==> src/sv/dalt_pkg.sv <==
`timescale 1ns / 1ps

package dalt_pkg;

	localparam int PULSE_W    = 15;
	localparam int DEADBAND_W = 12;
	localparam int STEP_W     = 12;
	localparam int CMD_W      = 3;
	localparam int CFG_IDX_W  = 2;
	localparam int CFG_DATA_W = PULSE_W;

	localparam int SAMPLE_BITS_DEF = 12;

	localparam logic [CMD_W-1:0] CMD_NONE  = 3'd0;
	localparam logic [CMD_W-1:0] CMD_AUTO  = 3'd1;
	localparam logic [CMD_W-1:0] CMD_UP    = 3'd2;
	localparam logic [CMD_W-1:0] CMD_DOWN  = 3'd3;
	localparam logic [CMD_W-1:0] CMD_LEFT  = 3'd4;
	localparam logic [CMD_W-1:0] CMD_RIGHT = 3'd5;

	localparam logic [CFG_IDX_W-1:0] REG_MIN_PULSE   = 2'd0;
	localparam logic [CFG_IDX_W-1:0] REG_MAX_PULSE   = 2'd1;
	localparam logic [CFG_IDX_W-1:0] REG_DEADBAND    = 2'd2;
	localparam logic [CFG_IDX_W-1:0] REG_MANUAL_STEP = 2'd3;

	localparam logic [PULSE_W-1:0]    MIN_PULSE_RST   = 15'd600;
	localparam logic [PULSE_W-1:0]    MAX_PULSE_RST   = 15'd2100;
	localparam logic [DEADBAND_W-1:0] DEADBAND_RST    = 12'd30;
	localparam logic [STEP_W-1:0]     MANUAL_STEP_RST = 12'd150;
	localparam logic [PULSE_W-1:0]    POSITION_RST    = 15'd1500;

	localparam int OUT_DATA_W = ((2 * PULSE_W + 7) / 8) * 8;

endpackage

==> src/sv/dual_axis_light_tracker_unit.sv <==
`timescale 1ns / 1ps

// Two-axis light tracker. Each input item carries a command and four light
// samples; each item yields exactly one result item holding the tilt and pan
// servo compare values after that item. One item is accepted per clock while
// the output is not stalled. An item is held in the input register, where its
// position update is computed, and is then loaded into the two position
// registers, which set the pace and drive the output directly; they only
// change when a result is loaded. Write configuration only while idle.
module dual_axis_light_tracker_unit #(
	parameter int SAMPLE_BITS = dalt_pkg::SAMPLE_BITS_DEF,
	parameter int IN_DATA_W   = ((dalt_pkg::CMD_W + 4 * SAMPLE_BITS + 7) / 8) * 8
) (
	input  logic                                clk,
	input  logic                                arst_n,
	// cmd, sense_top_left, sense_top_right, sense_bottom_left, sense_bottom_right
	input  logic [IN_DATA_W-1:0]                s_axis_tdata,
	input  logic                                s_axis_tvalid,
	output logic                                s_axis_tready,
	// tilt_pulse, pan_pulse
	output logic [dalt_pkg::OUT_DATA_W-1:0]     m_axis_tdata,
	output logic                                m_axis_tvalid,
	input  logic                                m_axis_tready,
	input  logic                                cfg_wr_en,
	input  logic [dalt_pkg::CFG_IDX_W-1:0]      cfg_index,
	input  logic [dalt_pkg::CFG_DATA_W-1:0]     cfg_wdata
);

	localparam int PW = dalt_pkg::PULSE_W;
	localparam int SB = SAMPLE_BITS;
	localparam int AW = PW + 2;
	localparam logic signed [AW-1:0] ONE_W = AW'(1);

	logic [PW-1:0]                  min_pulse_q;
	logic [PW-1:0]                  max_pulse_q;
	logic [dalt_pkg::DEADBAND_W-1:0] deadband_q;
	logic [dalt_pkg::STEP_W-1:0]     manual_step_q;

	logic                      in_valid_s1;
	logic [dalt_pkg::CMD_W-1:0] cmd_s1;
	logic [SB-1:0]             tl_s1, tr_s1, bl_s1, br_s1;

	logic          out_valid_q;
	logic [PW-1:0] tilt_q, pan_q;
	logic          advance;

	logic [SB:0]   sum_top, sum_bot, sum_left, sum_right;
	logic [SB-1:0] avg_top, avg_bot, avg_left, avg_right;
	logic          tilt_up, tilt_dn, pan_up, pan_dn;
	logic [PW-1:0] tilt_auto, pan_auto, tilt_lower, tilt_higher, pan_lower, pan_higher;
	logic [PW-1:0] tilt_nxt, pan_nxt;

	function automatic logic exceeds(input logic [SB-1:0] hi, input logic [SB-1:0] lo,
			input logic [dalt_pkg::DEADBAND_W-1:0] db);
		logic [AW-1:0] d;
		d = AW'(hi) - AW'(lo);
		return (hi > lo) && (d > AW'(db));
	endfunction

	function automatic logic [PW-1:0] auto_axis(input logic [PW-1:0] pos, input logic up,
			input logic dn, input logic [PW-1:0] minp, input logic [PW-1:0] maxp);
		logic signed [AW-1:0] r;
		r = signed'({2'b00, pos});
		if (up) begin
			r = r + ONE_W;
			if (r > signed'({2'b00, maxp}))
				r = signed'({2'b00, maxp});
		end else if (dn) begin
			r = r - ONE_W;
			if (r < signed'({2'b00, minp}))
				r = signed'({2'b00, minp});
		end
		return r[PW-1:0];
	endfunction

	function automatic logic [PW-1:0] move_lower(input logic [PW-1:0] pos,
			input logic [dalt_pkg::STEP_W-1:0] step, input logic [PW-1:0] minp);
		logic signed [AW-1:0] r;
		r = signed'({2'b00, pos}) - signed'(AW'(step));
		if (pos <= minp)
			return pos;
		if (r < signed'({2'b00, minp}))
			return minp;
		return r[PW-1:0];
	endfunction

	function automatic logic [PW-1:0] move_higher(input logic [PW-1:0] pos,
			input logic [dalt_pkg::STEP_W-1:0] step, input logic [PW-1:0] maxp);
		logic signed [AW-1:0] r;
		r = signed'({2'b00, pos}) + signed'(AW'(step));
		if (pos >= maxp)
			return pos;
		if (r > signed'({2'b00, maxp}))
			return maxp;
		return r[PW-1:0];
	endfunction

	assign advance       = in_valid_s1 && (!out_valid_q || m_axis_tready);
	assign s_axis_tready = !in_valid_s1 || advance;
	assign m_axis_tvalid = out_valid_q;
	assign m_axis_tdata  = {{(dalt_pkg::OUT_DATA_W - 2 * PW){1'b0}}, pan_q, tilt_q};

	always_ff @(posedge clk or negedge arst_n) begin
		if (!arst_n) begin
			min_pulse_q   <= dalt_pkg::MIN_PULSE_RST;
			max_pulse_q   <= dalt_pkg::MAX_PULSE_RST;
			deadband_q    <= dalt_pkg::DEADBAND_RST;
			manual_step_q <= dalt_pkg::MANUAL_STEP_RST;
		end else if (cfg_wr_en) begin
			case (cfg_index)
				dalt_pkg::REG_MIN_PULSE:   min_pulse_q   <= cfg_wdata;
				dalt_pkg::REG_MAX_PULSE:   max_pulse_q   <= cfg_wdata;
				dalt_pkg::REG_DEADBAND:    deadband_q    <= cfg_wdata[dalt_pkg::DEADBAND_W-1:0];
				dalt_pkg::REG_MANUAL_STEP: manual_step_q <= cfg_wdata[dalt_pkg::STEP_W-1:0];
				default: ;
			endcase
		end
	end

	always_ff @(posedge clk or negedge arst_n) begin
		if (!arst_n) begin
			in_valid_s1 <= 1'b0;
		end else if (s_axis_tready) begin
			in_valid_s1 <= s_axis_tvalid;
		end
	end

	always_ff @(posedge clk) begin
		if (s_axis_tvalid && s_axis_tready) begin
			cmd_s1 <= s_axis_tdata[dalt_pkg::CMD_W-1:0];
			tl_s1  <= s_axis_tdata[dalt_pkg::CMD_W + 0*SB +: SB];
			tr_s1  <= s_axis_tdata[dalt_pkg::CMD_W + 1*SB +: SB];
			bl_s1  <= s_axis_tdata[dalt_pkg::CMD_W + 2*SB +: SB];
			br_s1  <= s_axis_tdata[dalt_pkg::CMD_W + 3*SB +: SB];
		end
	end

	always_comb begin
		sum_top   = {1'b0, tl_s1} + {1'b0, tr_s1};
		sum_bot   = {1'b0, bl_s1} + {1'b0, br_s1};
		sum_left  = {1'b0, tl_s1} + {1'b0, bl_s1};
		sum_right = {1'b0, tr_s1} + {1'b0, br_s1};
		avg_top   = sum_top[SB:1];
		avg_bot   = sum_bot[SB:1];
		avg_left  = sum_left[SB:1];
		avg_right = sum_right[SB:1];

		tilt_up = exceeds(avg_top, avg_bot, deadband_q);
		tilt_dn = exceeds(avg_bot, avg_top, deadband_q);
		pan_up  = exceeds(avg_left, avg_right, deadband_q);
		pan_dn  = exceeds(avg_right, avg_left, deadband_q);

		tilt_auto   = auto_axis(tilt_q, tilt_up, tilt_dn, min_pulse_q, max_pulse_q);
		pan_auto    = auto_axis(pan_q, pan_up, pan_dn, min_pulse_q, max_pulse_q);
		tilt_lower  = move_lower(tilt_q, manual_step_q, min_pulse_q);
		tilt_higher = move_higher(tilt_q, manual_step_q, max_pulse_q);
		pan_lower   = move_lower(pan_q, manual_step_q, min_pulse_q);
		pan_higher  = move_higher(pan_q, manual_step_q, max_pulse_q);

		tilt_nxt = tilt_q;
		pan_nxt  = pan_q;
		case (cmd_s1)
			dalt_pkg::CMD_AUTO: begin
				tilt_nxt = tilt_auto;
				pan_nxt  = pan_auto;
			end
			dalt_pkg::CMD_UP:    tilt_nxt = tilt_lower;
			dalt_pkg::CMD_DOWN:  tilt_nxt = tilt_higher;
			dalt_pkg::CMD_LEFT:  pan_nxt  = pan_higher;
			dalt_pkg::CMD_RIGHT: pan_nxt  = pan_lower;
			default: ;
		endcase
	end

	always_ff @(posedge clk or negedge arst_n) begin
		if (!arst_n) begin
			out_valid_q <= 1'b0;
			tilt_q      <= dalt_pkg::POSITION_RST;
			pan_q       <= dalt_pkg::POSITION_RST;
		end else begin
			if (advance) begin
				out_valid_q <= 1'b1;
				tilt_q      <= tilt_nxt;
				pan_q       <= pan_nxt;
			end else if (m_axis_tready) begin
				out_valid_q <= 1'b0;
			end
		end
	end

`ifndef SYNTH
	a_stall_keeps_pos: assert property (@(posedge clk) disable iff (!arst_n)
		!advance |=> $stable(tilt_q) && $stable(pan_q))
		else $error("positions changed without a result load");

	a_held_item: assert property (@(posedge clk) disable iff (!arst_n)
		in_valid_s1 && !advance |=> in_valid_s1 && $stable(cmd_s1))
		else $error("pending item lost from input register");

	a_none_cmd: assert property (@(posedge clk) disable iff (!arst_n)
		advance && (cmd_s1 == dalt_pkg::CMD_NONE) |=> $stable(tilt_q) && $stable(pan_q))
		else $error("idle command moved a position");

	a_up_not_raise: assert property (@(posedge clk) disable iff (!arst_n)
		advance && (cmd_s1 == dalt_pkg::CMD_UP) |=> tilt_q <= $past(tilt_q) && $stable(pan_q))
		else $error("up command raised tilt or moved pan");

	a_left_not_lower: assert property (@(posedge clk) disable iff (!arst_n)
		advance && (cmd_s1 == dalt_pkg::CMD_LEFT) |=> pan_q >= $past(pan_q) && $stable(tilt_q))
		else $error("left command lowered pan or moved tilt");
`endif

endmodule

==> config.mk <==
export PLATFORM = sky130hd
export DESIGN_NAME = dual_axis_light_tracker_unit
export DESIGN_NICKNAME = d
export VERILOG_FILES = /design/src/sv/dalt_pkg.sv /design/src/sv/dual_axis_light_tracker_unit.sv
export SDC_FILE = /design/constraint.sdc
export NUM_CORES = 1
export LEC_CHECK = 0
export BUFFER_PORTS_ARGS = -buffer_cell sky130_fd_sc_hd__buf_2
export CELL_PAD_IN_SITES_DETAIL_PLACEMENT = 2
export CELL_PAD_IN_SITES_GLOBAL_PLACEMENT = 2
export CORE_ASPECT_RATIO = 0.9
export CORE_MARGIN = 2
export CORE_UTILIZATION = 40
export DETAILED_ROUTE_END_ITERATION = 12
export PLACE_DENSITY_LB_ADDON = 0.08
export SLEW_MARGIN = 10
export SYNTH_ARGS = -nofsm -noshare
export SYNTH_HDL_FRONTEND = slang
export SYNTH_SLANG_ARGS = --single-unit
==> constraint.sdc <==
create_clock -name clk -period 7.8 [get_ports clk]
set_input_delay 0 -clock clk [delete_from_list [all_inputs] [get_ports clk]]
set_output_delay 0 -clock clk [all_outputs]
set_load 0.02 [all_outputs]
==> flow_metrics.py, run 1 <==
metrics = {
    "yosys": {
        "ys_types": 95,
        "synth_area_um2": 19600,
        "synthesis.instances": 2285,
        "synth.cells.most_frequent": "ha_1, a21oi_1, inv_1, nor2_1, nand2_1",
        "synth_top_cells_by_area": "ha_1, edfxtp_1, dfrtp_1, xnor2_1, a21oi_1",
        "synth_seq_area_share_pct": 19.0,
        "post-synth-top-area-cell": "ha_1",
        "syn-mean-instance-area_um2": 8.57,
        "synth_top_area_share_pct": 23.5,
        "ys.warnings.count": 0,
        "yosys.cell_count.top_type": "ha_1",
        "postSynth.topFlopCell": "dfrtp_1",
        "ys_async_sr_fraction_pct": 62.8,
        "synth_edf_count": 51,
        "ys_seq_elements": 137,
    },
    "worst_setup_path": {
        "cp_data_required_time_ns": 8.18,
        "worstSetupEndpointType": "flip-flop",
        "worst-path-max-fanout": 29,
        "cpPeakStageDelay_ns": 0.51,
        "crit_top_cell": "a21oi_1",
        "cp_data_arrival_time_ns": 7.39,
        "critical_path.slowest_cell": "or4_1",
        "cpLargestDelayFamily": "compound AO/OA/AOI/OAI gates",
        "cp-start-kind": "flip-flop",
        "crit_type": "flip-flop to flip-flop",
        "path_buf_inv": 1,
    },
    "route": {
        "routed_wirelength_mm": 81.0,
        "detail_route.drc_violations": 0,
        "drt-wirelength-per-cell_um": 26.7,
        "num_vias": 18627,
        "drtPass1Iterations": 4,
        "initial_drc_count": 964,
        "detail_route.vias_per_cell": 6.13,
        "antenna_violating_nets_post_route": 0,
    },
    "cts": {
        "post_cts.repair.setup_buffers": 0,
        "cts_root_buf": "clkbuf_16",
        "cts_hold_buffers": 71,
        "cts_tree": "yes",
        "cts_buffers": 17,
        "clock_path_buffers": 2,
        "clock_latency_ns": 0.50,
        "clk_pin_slew_worst_setup_hold_paths_ns": 0.07,
        "cts-htree-levels": 4,
        "post_cts.resized_instances": 0,
        "cts_sinks": 137,
    },
    "timing": {
        "max_freq_ghz": 0.143,
        "layout_setup_ws_ns": 0.788,
        "final_hold_viol_count": 0,
        "post-route-period-util_pct": 89.9,
        "maxSlewViolCount": 0,
        "slew-limit-headroom_pct": 16.2,
        "post-route-min-period_ns": 7.01,
        "skew_ns": 0.0121,
        "setup_tns_ns": 0,
        "grt_setup_unrepaired": "no",
        "setup_violations": 0,
        "pin_slew_with_the_least_headroom_to_its_limit_ns": 1.25,
    },
    "min_path": {
        "hold_path.class": "input pin to flip-flop",
    },
    "placed_design": {
        "pre_cts_ws_ns": 0.867,
        "place_congestion": 0.913,
        "port_buffers": 104,
        "hpwl_mm": 64.2,
    },
    "layout": {
        "antenna_cells": 0,
        "num-nets-final": 2858,
        "share_of_cells_above_drive_strength_1_pct": 11.9,
        "syn2layout_area_growth_pct": 11.8,
        "final_core_utilization_pct": 45.5,
    },
    "floorplanning": {
        "initial_utilization_pct": 40.7,
        "placementRows": 76,
        "fp.dieArea_um2": 50800,
        "die_x_extent_um": 237,
        "dieHeight_um": 214,
        "top_level_ports": 112,
        "core_area_um2": 48100,
    },
    "grt": {
        "global_route_wire_length_before_repair_mm": 124,
        "grt_pass1_vias": 20496,
        "antenna_found_initial": 1,
        "grt-ovfl-total": 0,
        "gr-usage-all-layers_pct": 31.9,
        "grt_start_max_net_pins": 58,
    },
    "power_and_ir_drop": {
        "pwr_density_cell_nw_per_um2": 477,
        "p_leak_nw": 10.0,
        "irDropWorstVdd_mv": 0.229,
    },
    "run_status": {
        "outcome": "completed",
    },
    "job": {
        "timing.max_cap.violations": 0,
    },
}
## registers in the layout, summed over array words and instances (netlist names), 15 cells and up
| signal | cells |
|---|---|
| tilt_q | 15 |
| max_pulse_q | 15 |
| pan_q | 15 |
| min_pulse_q | 15 |
## area by class of cell
class / instances / area [um^2]
Fill cell: 5307 / 26200
Multi-Input combinational cell: 1902 / 14900
Sequential cell: 137 / 3720
Timing Repair Buffer: 190 / 1350
Tap cell: 624 / 781
Inverter: 152 / 571
Clock buffer: 18 / 450
Clock inverter: 14 / 163
## stage by stage
step	total power [mW]	cell area [um^2]	cells	hold slack, ns
after global placement	8.92	20600	2934	-0.0397
final	10.4	21900	3037	0.118
after detailed placement	9.38	20600	2934	-0.0349
after global routing	11.3	21900	3037	0.142
after floorplan	6.98	19600	2286	-0.296
after CTS	10.4	21900	3037	0.0948
## final timing paths
kind                                       end  cells past startpoint  slack (ns)          start
worst max-delay path                 pan_q[13]                     25        0.79       tl_s1[1]
worst min-delay path            min_pulse_q[3]                      5        0.12   cfg_index[0]
worst max register to register       pan_q[13]                     25        0.79       tl_s1[1]
worst min register to register   deadband_q[5]                      1        0.52  deadband_q[5]
max in group asynchronous            tilt_q[1]                      3        6.28         arst_n
min in group asynchronous           tilt_q[10]                      2        0.19         arst_n
## routing by layer
metal	GRT usage, %	vias up	wire, um
met1	38.3	9458	34400
met5	0	-	0
li1	-	8623	-
met2	56.8	381	40400
met3	3.40	165	2150
met4	15.4	0	4120
## worst reg2reg max path, cell delays in order, from the launching register on
cell and delay (ns):
edfxtp_1 0.44, ha_1 0.33, a31o_2 0.25, a21oi_1 0.28, o21ai_0 0.16, a21oi_1 0.41
o21ai_0 0.26, or2_2 0.35, xnor2_1 0.17, ha_1 0.27, or3_1 0.36, a2111o_1 0.35
o211ai_1 0.17, o21a_1 0.28, o21bai_1 0.10, a21oi_1 0.19, xnor2_1 0.14, ha_1 0.26
a21oi_1 0.18, o31ai_1 0.09, or4_1 0.51, a22oi_1 0.21, a211oi_1 0.11, o311ai_2 0.28
buf_4 0.35, mux2_2 0.39
## cells by family after synthesis
| logic type | count (synthesis) | synth area share, % |
|---|---|---|
| other | 1 | 0.0191 |
| AOI/OAI and AO/OA | 607 | 20.7 |
| xor gates and xnor gates | 181 | 8.09 |
| buffers and inverters | 247 | 5.21 |
| DFF | 137 | 19.0 |
| muxes | 125 | 6.76 |
| and+or+nand+nor | 607 | 15.5 |
| adders and majority gates | 380 | 24.7 |
## report_power, final
group	switching [mW]	internal (mW)	leakage [nW]
sequential	0.493	0.936	1.47
combinational	4.88	3.24	8.27
clock	0.435	0.450	0.301
## placed cells by master (no fill, tap or decap), types with 9 or more instances in the layout
| cell type | Yosys | final |
|---|---|---|
| ha_1 | 368 | 368 |
| nor4_1 | 18 | 18 |
| buf_4 | 7 | 16 |
| nand2b_1 | 25 | 25 |
| o21ai_0 | 101 | 101 |
| mux2i_1 | 67 | 67 |
| xnor2_1 | 122 | 122 |
| dfstp_2 | 30 | 30 |
| and3_1 | 17 | 17 |
| nor2_1 | 151 | 151 |
| o21bai_1 | 16 | 16 |
| or3_1 | 13 | 13 |
| nand3_1 | 70 | 70 |
| o2111ai_1 | 11 | 11 |
| a21o_1 | 73 | 73 |
| nand2_1 | 140 | 140 |
| nand4_1 | 37 | 37 |
| o211ai_1 | 23 | 23 |
| mux2_2 | 58 | 58 |
| and2_1 | 12 | 11 |
| or2_2 | 18 | 18 |
| nor3_1 | 45 | 45 |
| xor2_1 | 59 | 59 |
| dlygate4sd3_1 | 0 | 71 |
| nor2b_1 | 26 | 26 |
| buf_2 | 29 | 103 |
| o22ai_1 | 17 | 17 |
| a31oi_1 | 15 | 15 |
| or4_1 | 9 | 9 |
| inv_1 | 151 | 151 |
| edfxtp_1 | 51 | 51 |
| a21oi_1 | 181 | 181 |
| clkbuf_16 | 0 | 18 |
| o21a_1 | 25 | 25 |
| fa_1 | 12 | 12 |
| a211oi_1 | 26 | 26 |
| dfrtp_1 | 56 | 56 |
| o31ai_1 | 11 | 11 |
No activity file was read; power rests on OpenSTA's default activity.
==> run 2: changes to the inputs <==
CORE_UTILIZATION = 36   (was 40)
GPL_TIMING_DRIVEN = 0   (was not set)
clock period = 6.4 ns   (was 7.8 ns; I/O delays follow)
==> run 2 against run 1 <==
Hold slack worse by 0.099 ns; flip-flop and latch count did not move; power rose by 29%; first-iteration DRC count shrank 7.7%; design area grew 6.4%; via count grew 1.7%; die area rose by 11%; critical path depth unchanged; critical path type unchanged.
==> flow_metrics.py, run 2 (same netlist as run 1, synthesis figures left out) <==
metrics = {
    "run_status": {
        "outcome": "completed",
    },
    "cts": {
        "cts_buffers": 17,
        "cts_tree": "yes",
        "clock_path_buffers": 2,
        "clk_pin_slew_worst_setup_hold_paths_ns": 0.06,
        "cts_sinks": 137,
        "clock_latency_ns": 0.50,
        "cts-htree-levels": 4,
        "cts_root_buf": "clkbuf_16",
    },
    "timing": {
        "max_freq_ghz": 0.160,
        "pin_slew_with_the_least_headroom_to_its_limit_ns": 0.935,
        "post-route-period-util_pct": 97.5,
        "maxSlewViolCount": 0,
        "skew_ns": 0.0177,
        "setup_violations": 0,
        "slew-limit-headroom_pct": 37.1,
        "grt_setup_unrepaired": "yes",
        "post-route-min-period_ns": 6.24,
        "setup_tns_ns": 0,
        "final_hold_viol_count": 0,
    },
    "route": {
        "initial_drc_count": 890,
        "detail_route.drc_violations": 0,
        "drt-wirelength-per-cell_um": 26.4,
        "antenna_violating_nets_post_route": 0,
        "detail_route.vias_per_cell": 5.88,
        "routed_wirelength_mm": 85.0,
        "num_vias": 18937,
        "drtPass1Iterations": 5,
    },
    "grt": {
        "groute.layer.met3.usage_pct": 3.90,
        "grt_start_max_net_pins": 45,
        "busiest_layer": "met2",
        "gr-usage-met2_pct": 54.3,
        "gr-usage-all-layers_pct": 30.0,
        "grt-ovfl-total": 0,
        "grt_pass1_vias": 20665,
        "global_route_wire_length_before_repair_mm": 127,
        "antenna_found_initial": 1,
        "grt.met1_usage_pct": 36.4,
    },
    "worst_setup_path": {
        "cp-start-kind": "flip-flop",
        "critical_path.startpoint": "tr_s1[1]",
        "worstSetupEndpointType": "flip-flop",
        "cp_data_arrival_time_ns": 6.62,
        "reg2reg_slack_ns": 0.16,
        "crit_type": "flip-flop to flip-flop",
        "critical_register_to_register_path_startpoint": "tr_s1[1]",
        "cp_data_required_time_ns": 6.78,
        "worst-path-max-fanout": 6,
    },
    "layout": {
        "mostFrequentLayoutCell": "ha_1",
        "design_area_um2": 23300,
        "layout.cells.non_filler": 3219,
        "share_of_cells_above_drive_strength_1_pct": 17.1,
        "num-nets-final": 2959,
        "antenna_cells": 0,
        "final_core_utilization_pct": 43.1,
        "syn2layout_area_growth_pct": 18.9,
        "mostFrequentLayoutCells": "ha_1, a21oi_1, nor2_1, inv_1, nand2_1",
    },
    "min_path": {
        "hold_path.startpoint": "cfg_index[0]",
        "hold_path.class": "input pin to flip-flop",
    },
    "power_and_ir_drop": {
        "p_leak_nw": 10.5,
        "irDropWorstVdd_mv": 0.256,
        "pwr_density_cell_nw_per_um2": 578,
    },
    "floorplanning": {
        "core_area_um2": 54000,
        "placementRows": 81,
        "fp.dieArea_um2": 56300,
        "top_level_ports": 112,
        "die_x_extent_um": 250,
        "dieHeight_um": 225,
        "initial_utilization_pct": 36.3,
    },
    "placed_design": {
        "port_buffers": 104,
        "hpwl_mm": 69.4,
        "dp.cells": 3097,
        "place_congestion": 0.911,
        "placement.cell_area_um2": 21000,
    },
    "job": {
        "timing.max_cap.violations": 0,
    },
}
## run 2: path summary, 6_finish.rpt
| kind | cells past startpoint | endpoint |
|---|---|---|
| max in group asynchronous | 3 | manual_step_q[7] |
| setup / recovery | 25 | pan_q[13] |
| min in group asynchronous | 2 | tilt_q[11] |
| hold / removal | 3 | manual_step_q[1] |
| hold reg to reg | 1 | deadband_q[5] |
| setup reg to reg | 25 | pan_q[13] |
## run 2: metal layers
metal  wire [um]  part of all wire (%)  vias to the layer above
met1       36500                    43                     9644
met4        3100                   3.6                        0
met3        2730                   3.2                      133
li1            -                     -                     8814
met5           0                     0                        -
met2       42700                    50                      346
## run 2: where the power goes
part           internal [mW]  switching (mW)  leakage [nW]  total, mW
logic                   4.27            6.54          8.73       10.8
registers               1.14           0.439          1.47       1.58
clock network          0.615           0.455         0.289       1.07
## run 2: timing repair
item,4_1_cts,5_1_grt
endpoints found under the hold margin,150,0
setup endpoints to repair,30,30
resized for setup,55,101
gates cloned,1,1
hold buffers,73,0
setup buffers,9,17
pin swaps,21,44
## run 2: area by class of cell
type | instances | area, um^2
sequential | 137 | 3720
clock buffer | 19 | 433
tap | 705 | 882
timing repair buffer | 207 | 1530
inverter | 152 | 573
clock inverter | 13 | 170
multi-input combinational | 1902 | 15500
fill | 5986 | 30700
buffer | 84 | 435
## run 2: through the flow
step / total power [mW] / setup WS (ns) / hold slack, ns
after floorplan: 8.51 / 0.756 / -0.296
after global placement: 11.3 / -0.940 / 0.176
after detailed placement: 11.8 / -1.10 / 0.0875
after CTS: 13.1 / 0.00529 / 0.000322
after global routing: 14.6 / -0.0610 / 0.0420
final: 13.5 / 0.157 / 0.0192
## run 2: critical path, stage by stage (launching register included)
cell and delay [ns]:
edfxtp_1 0.43, ha_1 0.31, a31o_4 0.24, a21oi_4 0.19
o21ai_4 0.09, a21oi_4 0.21, o21ai_4 0.08, or2_4 0.25
xor2_4 0.17, ha_2 0.22, or3_1 0.35, a2111o_1 0.30
o211ai_1 0.20, o21a_1 0.24, o21bai_1 0.08, a21oi_1 0.18
xnor2_1 0.17, ha_1 0.29, a21oi_2 0.20, o31ai_1 0.10
or4_4 0.55, a22oi_2 0.27, a211oi_4 0.10, o311ai_4 0.33
buf_6 0.23, mux2_4 0.31
==> run 3: changes to the inputs <==
==> constraint.sdc (replaced) <==
create_clock -name clk -period 6.4 [get_ports clk]
set_input_delay 0.64 -clock clk [delete_from_list [all_inputs] [get_ports clk]]
set_output_delay 0.64 -clock clk [all_outputs]
set_load 0.02 [all_outputs]
==> run 3 against run 2 <==
Power down 0.88%; largest power group unchanged; wire length shrank 2.2%; clock-buffer cell count did not move; clock power barely moved; first-iteration DRC count grew 4.7%; largest cell class unchanged.
==> flow_metrics.py, run 3 (same netlist as run 1, synthesis figures left out) <==
metrics = {
    "layout": {
        "mostFrequentLayoutCell": "ha_1",
        "final_core_utilization_pct": 41.6,
        "mostFrequentLayoutCells": "ha_1, a21oi_1, nor2_1, inv_1, nand2_1",
        "antenna_cells": 0,
        "num-nets-final": 2881,
        "share_of_cells_above_drive_strength_1_pct": 17.0,
        "syn2layout_area_growth_pct": 14.6,
    },
    "route": {
        "top_layer_used": "met4",
        "num_vias": 18690,
        "detail_route.drc_violations": 0,
        "drtPass1Iterations": 7,
        "initial_drc_count": 932,
        "met2_length_mm": 41.4,
        "antenna_violating_nets_post_route": 0,
        "detail_route.vias_per_cell": 5.95,
        "drt-wirelength-per-cell_um": 26.5,
        "met3RoutedLength_mm": 2.47,
        "routed_wirelength_mm": 83.1,
        "wl_met1_mm": 36.0,
    },
    "timing": {
        "skew_ns": 0.0141,
        "maxSlewViolCount": 0,
        "max_freq_ghz": 0.159,
        "post-route-period-util_pct": 98.1,
        "post-route-min-period_ns": 6.28,
        "grt_setup_unrepaired": "yes",
        "setup_violations": 0,
        "setup_tns_ns": 0,
        "pin_slew_with_the_least_headroom_to_its_limit_ns": 0.962,
        "fin_hold_ws_ns": 0.205,
        "slew-limit-headroom_pct": 35.3,
        "final_hold_viol_count": 0,
    },
    "cts": {
        "cts_tree": "yes",
        "cts-htree-levels": 4,
        "cts_root_buf": "clkbuf_16",
        "cts_buffers": 17,
        "cts_hold_buffers": 0,
        "cts_sinks": 137,
        "clock_path_buffers": 2,
        "clk_pin_slew_worst_setup_hold_paths_ns": 0.07,
        "clock_latency_ns": 0.48,
    },
    "worst_setup_path": {
        "r2r-end": "pan_q[13]",
        "cpPeakStageDelay_ns": 0.56,
        "reg2reg_slack_ns": 0.12,
        "path_buf_inv": 1,
        "worst-path-max-fanout": 6,
        "crit_type": "flip-flop to flip-flop",
        "worstSetupEndpointType": "flip-flop",
        "cp-start-kind": "flip-flop",
        "critical_register_to_register_path_startpoint": "br_s1[1]",
        "cp_data_arrival_time_ns": 6.65,
        "cpLargestDelayFamily": "compound AO/OA/AOI/OAI gates",
        "worst_reg_to_reg_path_cell_count": 25,
        "critical_path.slowest_cell": "or4_4",
        "cp_data_required_time_ns": 6.77,
    },
    "grt": {
        "gr-usage-all-layers_pct": 29.5,
        "antenna_found_initial": 1,
        "global_route_wire_length_before_repair_mm": 125,
        "grt-ovfl-total": 0,
        "grt_start_max_net_pins": 45,
        "grt_pass1_vias": 20281,
    },
    "power_and_ir_drop": {
        "irDropWorstVdd_mv": 0.249,
        "comb_power_share_pct": 80.2,
        "p_sw_mw": 7.38,
        "sequential_power_share_pct": 11.9,
        "p_total_mw": 13.3,
        "fraction_of_power_consumed_by_the_clock_network_pct": 7.9,
        "p_leak_nw": 10.1,
        "pwr_density_cell_nw_per_um2": 594,
        "sw_frac_of_total_pct": 55.3,
        "power_report.internal_total_mw": 5.96,
    },
    "min_path": {
        "hold_path.class": "input pin to asynchronous set/reset pin",
    },
    "floorplanning": {
        "dieHeight_um": 225,
        "core_area_um2": 54000,
        "top_level_ports": 112,
        "initial_utilization_pct": 36.3,
        "placementRows": 81,
        "die_x_extent_um": 250,
        "fp.dieArea_um2": 56300,
    },
    "run_status": {
        "outcome": "completed",
    },
    "placed_design": {
        "hpwl_mm": 69.4,
        "port_buffers": 104,
        "place_congestion": 0.911,
    },
    "job": {
        "timing.max_cap.violations": 0,
    },
}
run 3: changes by cell type in the layout (fill, tap and decap cells not counted), moves of 2 or more:
| cell | before | now |
|---|---|---|
| o21ai_2 | 9 | 7 |
| buf_4 | 34 | 29 |
| buf_2 | 129 | 131 |
| dlygate4sd3_1 | 73 | 0 |
| nand2_2 | 5 | 3 |
| nand2_1 | 134 | 136 |
| o21ai_0 | 85 | 87 |
run 3: timing repair:
| item | CTS | global route |
|---|---|---|
| gates cloned | 1 | 1 |
| hold endpoints to repair | 0 | 0 |
| buffers inserted | 9 | 12 |
| setup endpoints to repair | 30 | 30 |
| pin swaps | 21 | 39 |
| gates resized for setup | 55 | 83 |
run 3: worst reg2reg max path: cells and delay by family (launching register included):
family	cells	cell delay (ns)
flops	1	0.45
buf+inv	1	0.23
xor+xnor	2	0.34
mux	1	0.31
simple gates	3	1.16
fa+ha+maj	3	0.85
compound gates	15	2.83
run 3: area by class of cell:
| type | count | area [um^2] |
|---|---|---|
| Fill cell | 6055 | 31600 |
| Multi-Input combinational cell | 1902 | 15500 |
| Sequential cell | 137 | 3720 |
| Tap cell | 705 | 882 |
| Timing Repair Buffer | 129 | 754 |
| Inverter | 152 | 573 |
| Clock buffer | 19 | 433 |
| Buffer | 84 | 429 |
| Clock inverter | 13 | 170 |
run 3: metrics by stage:
step	area, um^2	worst slack [ns]	std cells
6_report	22400	0.119	3141
5_1_grt	22400	-0.115	3141
4_1_cts	21900	0.00529	3131
3_5_place_dp	21000	-1.10	3097
3_3_place_gp	21000	-0.940	3095
2_1_floorplan	19600	0.756	2286
run 3: power groups by stage:
stage | Combinational [mW] | Clock [mW] | Sequential, mW
final | 10.7 | 1.06 | 1.58
after global routing | 11.8 | 1.11 | 1.60
after floorplan | 7.01 | 0 | 1.49
after detailed placement | 10.2 | 0 | 1.60
after global placement | 9.67 | 0 | 1.59
after CTS | 10.4 | 1.09 | 1.58
run 3: layer usage:
layer / vias to the layer above / track usage (%)
met4: 0 / 11.5
met5: - / 0
met2: 370 / 53.0
met1: 9523 / 36.1
li1: 8666 / -
met3: 131 / 3.38
run 3: how the worst max path moves through the flow:
stage | cells past startpoint | endpoint | slack [ns] | start
finish | 25 | pan_q[13] | 0.12 | br_s1[1]
global route | 27 | pan_q[5] | -0.12 | br_s1[1]
CTS | 28 | pan_q[9] | 0.005 | br_s1[1]
detailed placement | 27 | pan_q[11] | -1.10 | tl_s1[1]
global placement | 27 | pan_q[9] | -0.94 | br_s1[1]
floorplan | 25 | pan_q[13] | 0.76 | tl_s1[1]
